**config.mk**
```make
export PLATFORM = sky130hd
export DESIGN_NAME = sliding_window_maximum
export DESIGN_NICKNAME = d
export VERILOG_FILES = /design/src/rtl/swm_pkg.sv /design/src/rtl/swm_cell.sv /design/src/rtl/swm_front_sel.sv /design/src/rtl/sliding_window_maximum.sv
export SDC_FILE = /design/constraint.sdc
export NUM_CORES = 1
export LEC_CHECK = 0
export BUFFER_PORTS_ARGS = -buffer_cell sky130_fd_sc_hd__buf_2
export CAP_MARGIN = 20
export CORE_ASPECT_RATIO = 2
export CORE_MARGIN = 2
export CORE_UTILIZATION = 45
export DETAILED_ROUTE_END_ITERATION = 7
export PLACE_DENSITY = 0.74
export SYNTH_ARGS = -nofsm -noshare
export SYNTH_HDL_FRONTEND = slang
export SYNTH_SLANG_ARGS = --single-unit
export TNS_END_PERCENT = 100
```
**constraint.sdc**
```tcl
create_clock -name clk_i -period 3.8 [get_ports clk_i]
set_clock_uncertainty 0.05 [all_clocks]
set_input_delay 0.19 -clock clk_i [delete_from_list [all_inputs] [get_ports clk_i]]
set_output_delay 0.19 -clock clk_i [all_outputs]
set_load 0.02 [all_outputs]
```
**src/rtl/swm_pkg.sv**
```systemverilog
// swm_pkg: shared constants and types for the sliding window maximum block
// no dependencies; used by swm_cell, swm_front_sel and sliding_window_maximum
`default_nettype none

package swm_pkg;

  // default sizing, handed to the top level parameters
  localparam int WindowMaxDef  = 16;
  localparam int SampleBitsDef = 16;

  // window length register
  localparam int          WlenW     = 5;
  localparam logic [4:0]  WlenReset = 5'd3;

  // per-beat control broadcast to every cell of the chain
  typedef struct packed {
    logic shift;  // a sample beat is taken this cycle
    logic clear;  // the beat starts a new sequence
  } cell_ctrl_t;

endpackage

`default_nettype wire

```
**src/rtl/swm_cell.sv**
```systemverilog
// swm_cell: one candidate slot of the chain, slot POS holds the sample of age POS
// depends on swm_pkg (cell_ctrl_t)
`default_nettype none

module swm_cell #(
  parameter int SAMPLE_BITS = swm_pkg::SampleBitsDef,
  parameter int LEN_W       = 5,
  parameter int POS         = 0
) (
  input  wire                    clk_i,
  input  wire                    rst_ni,
  input  wire  swm_pkg::cell_ctrl_t ctrl_i,
  input  wire  [LEN_W-1:0]       len_i,
  input  wire  [SAMPLE_BITS-1:0] sample_i,
  input  wire  [SAMPLE_BITS-1:0] prev_value_i,
  input  wire                    prev_valid_i,
  output logic [SAMPLE_BITS-1:0] value_o,
  output logic                   valid_o
);

  localparam bit IsHead = (POS == 0);

  logic [SAMPLE_BITS-1:0] value_q;
  logic                   valid_q, valid_d;
  logic                   in_win, beaten, cleared;

  // candidate arriving from the younger neighbor is removed by a larger new sample
  assign beaten  = $signed(prev_value_i) < $signed(sample_i);
  assign in_win  = int'(len_i) > POS;
  assign cleared = ctrl_i.clear && !IsHead;

  always_comb begin
    valid_d = valid_q;
    if (ctrl_i.shift) begin
      valid_d = prev_valid_i && in_win && !beaten && !cleared;
    end
  end

  always_ff @(posedge clk_i or negedge rst_ni) begin
    if (!rst_ni) begin
      valid_q <= 1'b0;
    end else begin
      valid_q <= valid_d;
    end
  end

  always_ff @(posedge clk_i) begin
    if (ctrl_i.shift) begin
      value_q <= prev_value_i;
    end
  end

  assign value_o = value_q;
  assign valid_o = valid_q;

endmodule

`default_nettype wire

```
**src/rtl/swm_front_sel.sv**
```systemverilog
// swm_front_sel: picks the value of the oldest valid cell, which is the window maximum
// depends on swm_pkg for parameter defaults; fed from the swm_cell chain
`default_nettype none

module swm_front_sel #(
  parameter int SAMPLE_BITS = swm_pkg::SampleBitsDef,
  parameter int DEPTH       = swm_pkg::WindowMaxDef
) (
  input  wire  [DEPTH-1:0][SAMPLE_BITS-1:0] value_i,
  input  wire  [DEPTH-1:0]                  valid_i,
  output logic [SAMPLE_BITS-1:0]            value_o
);

  logic [DEPTH-1:0] hit;

  // one-hot on the highest valid index, then an and-or mux
  always_comb begin
    for (int k = 0; k < DEPTH; k++) begin
      hit[k] = valid_i[k] && ((valid_i >> (k + 1)) == '0);
    end
  end

  always_comb begin
    value_o = '0;
    for (int k = 0; k < DEPTH; k++) begin
      value_o = value_o | (value_i[k] & {SAMPLE_BITS{hit[k]}});
    end
  end

endmodule

`default_nettype wire

```
**src/rtl/sliding_window_maximum.sv**
```systemverilog
// sliding_window_maximum: top level, cell chain, sequence counter and result register
// depends on swm_pkg, swm_cell, swm_front_sel
//
// channel   dir  handshake                   payload
// s_axis    in   s_axis_tvalid/tready        tdata: sample; tuser: start_req
// m_axis    out  m_axis_tvalid/tready        tdata: window_max
// cfg       in   cfg_valid_i/cfg_ready_o     cfg_data_i: window_len
//
// one sample beat per cycle while s_axis_tready is high; its result reaches m_axis
// through the cell chain update, then front select into the output register
// rst_ni clears the valid bits, the sequence count, window_len to 3 and both stages
// a stalled result holds in the output register; s_axis keeps taking beats while the
// pending stage is empty or can move, so a stall on m_axis backs up after one more result
`default_nettype none

module sliding_window_maximum #(
  parameter int WINDOW_MAX  = swm_pkg::WindowMaxDef,
  parameter int SAMPLE_BITS = swm_pkg::SampleBitsDef,
  localparam int DataW      = ((SAMPLE_BITS + 7) / 8) * 8
) (
  input  wire                      clk_i,
  input  wire                      rst_ni,
  // sample stream
  input  wire                      s_axis_tvalid,
  output logic                     s_axis_tready,
  input  wire  [DataW-1:0]         s_axis_tdata,   // [SAMPLE_BITS-1:0] sample
  input  wire                      s_axis_tuser,   // [0] start_req
  // result stream
  output logic                     m_axis_tvalid,
  input  wire                      m_axis_tready,
  output logic [DataW-1:0]         m_axis_tdata,   // [SAMPLE_BITS-1:0] window_max
  // window length register
  input  wire                      cfg_valid_i,
  output logic                     cfg_ready_o,
  input  wire  [swm_pkg::WlenW-1:0] cfg_data_i
);

  localparam int CntW = $clog2(WINDOW_MAX + 1);

  logic [swm_pkg::WlenW-1:0] window_len_q;
  logic [CntW-1:0]           len_eff;
  logic [CntW-1:0]           seen_q, seen_d;
  logic                      pend_q, pend_d;
  logic                      out_valid_q, out_valid_d;
  logic [SAMPLE_BITS-1:0]    out_data_q;
  logic                      in_beat, out_free, out_load;
  logic [SAMPLE_BITS-1:0]    sample;
  logic [SAMPLE_BITS-1:0]    front_value;
  swm_pkg::cell_ctrl_t       ctrl;

  logic [WINDOW_MAX-1:0][SAMPLE_BITS-1:0] cell_value;
  logic [WINDOW_MAX-1:0]                  cell_valid;

  assign cfg_ready_o = 1'b1;
  assign sample      = s_axis_tdata[SAMPLE_BITS-1:0];

  // clamp the register to 1..WINDOW_MAX
  always_comb begin
    if (window_len_q == '0) begin
      len_eff = CntW'(1);
    end else if (int'(window_len_q) > WINDOW_MAX) begin
      len_eff = CntW'(WINDOW_MAX);
    end else begin
      len_eff = CntW'(window_len_q);
    end
  end

  assign out_free      = !out_valid_q || m_axis_tready;
  assign out_load      = pend_q && out_free;
  assign s_axis_tready = !pend_q || out_free;
  assign in_beat       = s_axis_tvalid && s_axis_tready;

  assign ctrl.shift = in_beat;
  assign ctrl.clear = s_axis_tuser;

  // cell chain, cell 0 takes the new sample, each cell hands its slot to the next
  for (genvar k = 0; k < WINDOW_MAX; k++) begin : g_cell
    logic [SAMPLE_BITS-1:0] prev_value;
    logic                   prev_valid;
    if (k == 0) begin : g_head
      assign prev_value = sample;
      assign prev_valid = 1'b1;
    end else begin : g_body
      assign prev_value = cell_value[k-1];
      assign prev_valid = cell_valid[k-1];
    end
    swm_cell #(
      .SAMPLE_BITS (SAMPLE_BITS),
      .LEN_W       (CntW),
      .POS         (k)
    ) u_cell (
      .clk_i        (clk_i),
      .rst_ni       (rst_ni),
      .ctrl_i       (ctrl),
      .len_i        (len_eff),
      .sample_i     (sample),
      .prev_value_i (prev_value),
      .prev_valid_i (prev_valid),
      .value_o      (cell_value[k]),
      .valid_o      (cell_valid[k])
    );
  end

  swm_front_sel #(
    .SAMPLE_BITS (SAMPLE_BITS),
    .DEPTH       (WINDOW_MAX)
  ) u_front_sel (
    .value_i (cell_value),
    .valid_i (cell_valid),
    .value_o (front_value)
  );

  always_comb begin
    seen_d = seen_q;
    pend_d = pend_q;
    if (out_load) begin
      pend_d = 1'b0;
    end
    if (in_beat) begin
      if (s_axis_tuser) begin
        seen_d = CntW'(1);
      end else if (int'(seen_q) < WINDOW_MAX) begin
        seen_d = seen_q + CntW'(1);
      end
      pend_d = (seen_d >= len_eff);
    end
    out_valid_d = out_valid_q;
    if (out_load) begin
      out_valid_d = 1'b1;
    end else if (m_axis_tready) begin
      out_valid_d = 1'b0;
    end
  end

  always_ff @(posedge clk_i or negedge rst_ni) begin
    if (!rst_ni) begin
      window_len_q <= swm_pkg::WlenReset;
      seen_q       <= '0;
      pend_q       <= 1'b0;
      out_valid_q  <= 1'b0;
    end else begin
      if (cfg_valid_i) begin
        window_len_q <= cfg_data_i;
      end
      seen_q      <= seen_d;
      pend_q      <= pend_d;
      out_valid_q <= out_valid_d;
    end
  end

  always_ff @(posedge clk_i) begin
    if (out_load) begin
      out_data_q <= front_value;
    end
  end

  assign m_axis_tvalid = out_valid_q;
  assign m_axis_tdata  = DataW'(out_data_q);

`ifndef SYNTHESIS
  // the newest sample is always a candidate after a beat
  a_head_valid : assert property (@(posedge clk_i) disable iff (!rst_ni)
    in_beat |=> cell_valid[0])
    else $error("head cell not valid after a sample beat");

  // a pending result always has a candidate to select
  a_pend_has_front : assert property (@(posedge clk_i) disable iff (!rst_ni)
    pend_q |-> (cell_valid != '0))
    else $error("result pending with an empty chain");

  a_seen_range : assert property (@(posedge clk_i) disable iff (!rst_ni)
    int'(seen_q) <= WINDOW_MAX)
    else $error("sequence count beyond window depth");

  // candidates never decrease toward the old end of the chain
  for (genvar k = 0; k < WINDOW_MAX - 1; k++) begin : g_mono
    a_monotone : assert property (@(posedge clk_i) disable iff (!rst_ni)
      (cell_valid[k] && cell_valid[k+1]) |->
        ($signed(cell_value[k+1]) >= $signed(cell_value[k])))
      else $error("candidate order broken");
  end
`endif

endmodule

`default_nettype wire
```
---- Yosys cells after proc, flatten, opt, wreduce, memory -nomap -nowiden ----
Index checks and enable logic that the tools add are counted.
W data, S select, Z words.
word-level totals
  bits in registers ....................... 300
  input bits .............................. 27
  output and inout port bits .............. 19
  word-level logic and storage cells ...... 215
operators by class
  add/subtract/negate cells ............... 1
  $lt $le $gt $ge ......................... 35
  multiplexer cells ....................... 9
  bitwise logic cells ..................... 31
  reductions and logical operators ........ 102
operator list
  cell                   count
  $and A16 B16 Y16       16
  $lt A16 B16 Y1         16
  $logic_not A16 Y1      15
  $or A16 B16 Y16        15
  $logic_and A1 B1 Y1    63
  $gt A5 B4 Y1 const B   8
  $mux W5                5
  $gt A5 B3 Y1 const B   4
  $logic_not A1 Y1       19
  $gt A5 B1 Y1 const B   2
  $gt A5 B2 Y1 const B   2
  $add A5 B1 Y5 const B  1
  $ge A5 B5 Y1           1
  $gt A5 B5 Y1 const B   1
  $logic_not A5 Y1       1
  $lt A5 B5 Y1 const B   1
  $mux W1                4
  $reduce_bool A2 Y1     2
  $logic_or A1 B1 Y1     2

---- Logic depth before layout (Yosys ltp) ----
  word-level depth ........................ 18
  mapped depth ............................ 10
  gate-level depth less buffers ........... 9

---- Hierarchy ----
A second synthesis with hierarchy kept.
second synthesis, totals
  cell total of the unflattened synthesis .. 1,617
  area, all modules ....................... 18,418.9 sq um
modules (own cells, without submodules)
  module                            instances  cells each  area each (sq um)  seq. area each (sq um)
  swm_front_sel                     1          307         2,029.4            0.0
  swm_cell (g_cell[12].u_cell ...)  2          78          945.9              505.5
  sliding_window_maximum            1          87          1,212.4            783.3
  swm_cell (g_cell[5].u_cell)       1          74          978.4              505.5
  swm_cell (g_cell[7].u_cell)       1          75          973.4              505.5
  swm_cell (g_cell[1].u_cell)       1          74          970.9              505.5
  swm_cell (g_cell[3].u_cell)       1          75          968.4              505.5
  swm_cell (g_cell[2].u_cell)       1          78          953.4              505.5
  swm_cell (g_cell[6].u_cell)       1          78          952.2              505.5
  swm_cell (g_cell[4].u_cell)       1          80          948.4              505.5
  swm_cell (g_cell[9].u_cell)       1          77          942.2              505.5
  swm_cell (g_cell[13].u_cell)      1          77          940.9              505.5
  swm_cell (g_cell[10].u_cell)      1          77          939.7              505.5
  swm_cell (g_cell[8].u_cell)       1          76          938.4              505.5
  3 more rows                       n/a        n/a         n/a                n/a

---- Worst setup path before layout ----
No wires, ideal clock.
  kind .................................... register to register
  start ................................... register out_valid_q, in the netlist m_axis_tvalid
  end ..................................... register seen_q[1]
  setup time .............................. 133 ps
  arrival ................................. 4,359 ps
  setup slack ............................. -743 ps
  cell stages (with the launch flop) ...... 6
  path buffers ............................ 1
  cells stage by stage .................... dfrtp_1 nand3b_1 nand2_1 clkbuf_1 inv_2 mux2_2
on the way
  cells in the longest elaborated chain, start to end .. 4
RTL lines
  item                      line                           text
  start: declaration        sliding_window_maximum.sv:44   logic out_valid_q, out_valid_d;
  start signal: assignment  sliding_window_maximum.sv:147  out_valid_q <= out_valid_d;
  $logic_not A1 Y1          sliding_window_maximum.sv:68   assign out_free = !out_valid_q || m_axis_tready;
  $logic_or A1 B1 Y1        sliding_window_maximum.sv:68
  $logic_or A1 B1 Y1        sliding_window_maximum.sv:70   assign s_axis_tready = !pend_q || out_free;
  net s_axis_tready         sliding_window_maximum.sv:25   output logic s_axis_tready,
  $logic_and A1 B1 Y1       sliding_window_maximum.sv:71   assign in_beat = s_axis_tvalid && s_axis_tready;
  net in_beat               sliding_window_maximum.sv:46   logic in_beat, out_free, out_load;
  end signal: assignment    sliding_window_maximum.sv:145  seen_q <= seen_d;
  end: declaration          sliding_window_maximum.sv:42   logic [CntW-1:0] seen_q, seen_d;
The timed path passes the listed nets, and every way through them passes these cells.
A chain may end at the register's enable or synchronous reset.

---- Worst setup path in the final report ----
  start ................................... register g_cell[13].u_cell.valid_q
  end ..................................... register out_data_q[14], in the netlist m_axis_tdata[14], data pin
on the way
  cells in the longest elaborated chain, start to end .. 18
  elaborated cells between the ends (all ways) .. 56
  those cells by class .................... bitwise: 29; reduce/logical: 27
RTL lines
  item                             line                           text
  start: declaration               swm_cell.sv:24                 logic valid_q, valid_d;
  start signal: assignment         swm_cell.sv:43                 valid_q <= valid_d;
  $logic_not A16 Y1                swm_front_sel.sv:19            hit[k] = valid_i[k] && ((valid_i >> (k + 1)) == '0);
  $logic_and A1 B1 Y1              swm_front_sel.sv:19
  $and A16 B16 Y16                 swm_front_sel.sv:26            value_o = value_o | (value_i[k] & {SAMPLE_BITS{hit[k]}});
  $or A16 B16 Y16 (12 in series)   swm_front_sel.sv:26
  $or A16 B16 Y16 * (3 in series)  swm_front_sel.sv:26
  net front_value[14]              sliding_window_maximum.sv:48   logic [SAMPLE_BITS-1:0] front_value;
  end signal: assignment           sliding_window_maximum.sv:153  out_data_q <= front_value;
  end: declaration                 sliding_window_maximum.sv:45   logic [SAMPLE_BITS-1:0] out_data_q;
Mark *: on every way through the listed nets, which the timed path passes. The rest lies on a longest branch.

==> summary.md <==
| Metric | Value |
|---|---|
| Final Hold Fails | 0 |
| Vias/cell | 6.28 |
| Final HPWL DP | 31.4 mm |
| Fraction of final layout cells sized beyond drive strength 1 | 0.0919 |
| Power Density | 452 nW/um^2 |
| Grt ovf | 0 |
| Maximum vdd drop | 0.442 mV |
| WHS | 23.0 ps |
| Top_reg_cell synth | edfxtp_1 |
| Seq. cell area | 8870 um^2 |
| H-tree depth | 1 |
| Most frequent cells in the layout | 272 x edfxtp_1, 231 x ha_1, 118 x nand2_1 |
| Fin area | 18500 um^2 |
| Initial Utilization | 0.454 |
| Worst endpoint data arrival time | 3390 ps |
| PostCTS Resize Cnt | 0 |
| EDFF count, synth | 272 |
| Largest net degree at the start of global routing | 69 |
| DR iter-0 viols | 811 |
| Post-Route WL | 42.4 mm |
| Slowest stage cell, crit path | nor3_4 |
| Post-Syn Area per Cell | 12.5 um^2 |
| RSZ-0062 raised after global routing | no |
| GP Congestion | 0.983 |
| CTS tree | yes |
| Synth Register Bits | 300 |
| Final period utilization | 0.791 |
| Status | completed |
| Detail Route Antenna Nets | 0 |
| Multi-input logic area | 7140 um^2 |
| Commonest non-fill, non-tap cell in the layout | edfxtp_1 |
| Sink Count | 300 |
| Hold WC Path Type | in2reg |
| Layout fillers | 3110 |
| Worst Setup Start Kind | register |
| DRC | 0 |
| CP Capture Type | register |
| Hold_buf cts | 31 |
| Row cnt | 99 |
| Critical path cell sequence | nor3_4 -> nand4b_2 -> or3_1 -> a31oi_1 -> or4_1 |
| Post-Syn Nets | 1571 |
| Largest cells by area after synthesis | edfxtp_1 50%, ha_1 18%, dfrtp_1 4.0% |
| Slew Limit Headroom | 0.362 |
| Largest stage delay, worst path | 810 ps |
| Cells after Synth | 1313 |
| Drt first pass iters | 7 |
| CTS clock-pin slew for the worst setup and hold paths | 70 ps |
| Async SR Flop Fraction | 0.0933 |
| Fmax | 333 MHz |
| CTS root buf | clkbuf_16 |
| Number of global-route vias before repair | 12100 |
| Cts bufs inserted | 29 |
| I/O Pins | 46 |
| First-pass GRT wire length | 66.3 mm |
| Fin worst setup slack | 795 ps |
| Postcts setup bufs | 0 |
| Area share of the leading cell type in the synthesized netlist | 0.498 |
| WL per Instance | 22.5 um |
| Endpoints failing setup | 0 |
| Crit-path max FO | 19 |
| Detailed-route via count | 11800 |
| PortBufs | 44 |
| Min Tclk post-route | 3010 ps |
| Total negative slack | 0 ps |
| Max Transition Viols Final | 0 |
| Die Height | 274 um |
| Sequential fraction of the synthesis area | 0.541 |
| Antenna violations before repair | 0 |
| Pleak | 7.29 nW |
| Clock buffer depth | 3 |
| Crit path required time | 4180 ps |
| Layout area overhead | 12.8% |
| Synth Warn # | 0 |
| Die W | 139 um |
| Pre-CTS setup slack | 867 ps |
| Placed cell count | 1793 |
| Nets@finish | 1660 |
| Core Region | 36200 um^2 |
| CP Class | reg2reg |
| Die Area | 38100 um^2 |
| Post-Layout Cell Count | 1879 |
| Skew-Pair Late Insertion Delay | 570 ps |
| Post-DP Area | 17300 um^2 |
| Total GRT Usage | 0.220 |
| Worst-Margin Slew | 954 ps |
| Synth cell types | 62 |
| Max-cap viol count | 0 |
| Post-synth top area cell | edfxtp_1 |
| Mapped cell area | 16400 um^2 |
| Ant diodes | 0 |
## per-stage QoR
step                power [mW]   util
floorplan                 5.01      -
CTS                       8.38  0.511
global placement          5.44  0.477
detailed placement        5.52  0.477
finish                    8.37  0.512
global route              8.70  0.512
## metal layers
layer / vias to the layer above / routed length (um) / global-route usage
li1: 5429 / - / -
met3: 121 / 2350 / 0.0213
met4: 0 / 2070 / 0.100
met5: - / 0 / 0
met1: 5764 / 16100 / 0.261
met2: 480 / 21800 / 0.402
## cell type report
type / instances / share of cell area
sequential: 300 / 0.479
clock inverter: 16 / 0.00824
timing repair buffer: 108 / 0.0447
clock buffer: 38 / 0.0410
inverter: 50 / 0.0105
tap: 454 / 0.0307
multi-input combinational: 913 / 0.386
## kinds of logic after synthesis
kind of cell	synth area share
AO/OA/AOI/OAI	0.156
other	0.000229
XOR/XNOR	0.00160
adder cells (fa/ha/maj)	0.176
AND/OR/NAND/NOR	0.0958
flip-flops	0.541
buffers and inverters	0.0240
multiplexers	0.00541
## state kept, by name (all words and copies together), names as in the netlist
name                   count
g_cell.u_cell.valid_o     16
g_cell.u_cell.value_o    256
m_axis_tdata              16
m_axis_tvalid              1
pend_q                     1
seen_q                     5
window_len_q               5
## Yosys cell counts (all sizes together), types with 6 or more instances
| cell type | instances |
|---|---|
| a31oi | 13 |
| a2bb2oi | 9 |
| inv | 49 |
| nand4 | 25 |
| o211ai | 20 |
| a22oi | 18 |
| nand2b | 9 |
| o21a | 7 |
| nand3 | 16 |
| a32oi | 16 |
| o2111ai | 13 |
| o21ai | 43 |
| nor2 | 55 |
| buf | 11 |
| o221ai | 8 |
| dfrtp | 26 |
| a22o | 7 |
| nand3b | 14 |
| nor3 | 26 |
| a32o | 13 |
| a21oi | 69 |
| nand2 | 118 |
| mux2 | 7 |
| edfxtp | 272 |
| a211oi | 26 |
| and3 | 10 |
| and4 | 6 |
| a221oi | 41 |
| or4 | 7 |
| clkbuf | 39 |
| a2111oi | 9 |
| nor2b | 17 |
| a211o | 13 |
| a21o | 25 |
| ha | 231 |
## power breakdown
group          switching [mW]  internal, mW
Sequential              0.230          3.95
Clock                    1.26          1.61
Combinational           0.798         0.526
## final timing paths
path | slack (ps) | cells past startpoint | to | from
max | 790 | 5 | m_axis_tdata[14] | g_cell[13].u_cell.valid_o
min | 20 | 3 | seen_q[0] | s_axis_tuser
max reg2reg | 790 | 5 | m_axis_tdata[14] | g_cell[13].u_cell.valid_o
min reg2reg | 420 | 0 | g_cell[10].u_cell.value_o[0] | g_cell[9].u_cell.value_o[0]
max in group asynchronous | 2980 | 2 | seen_q[2] | rst_ni
min in group asynchronous | 210 | 2 | g_cell[4].u_cell.valid_o | rst_ni
## critical path, delay by kind of cell (launching register included)
family | cells | cell delay [ps]
compound gates | 1 | 330
simple gates | 4 | 2030
flops | 1 | 470
(Power assumes the default switching activity.)
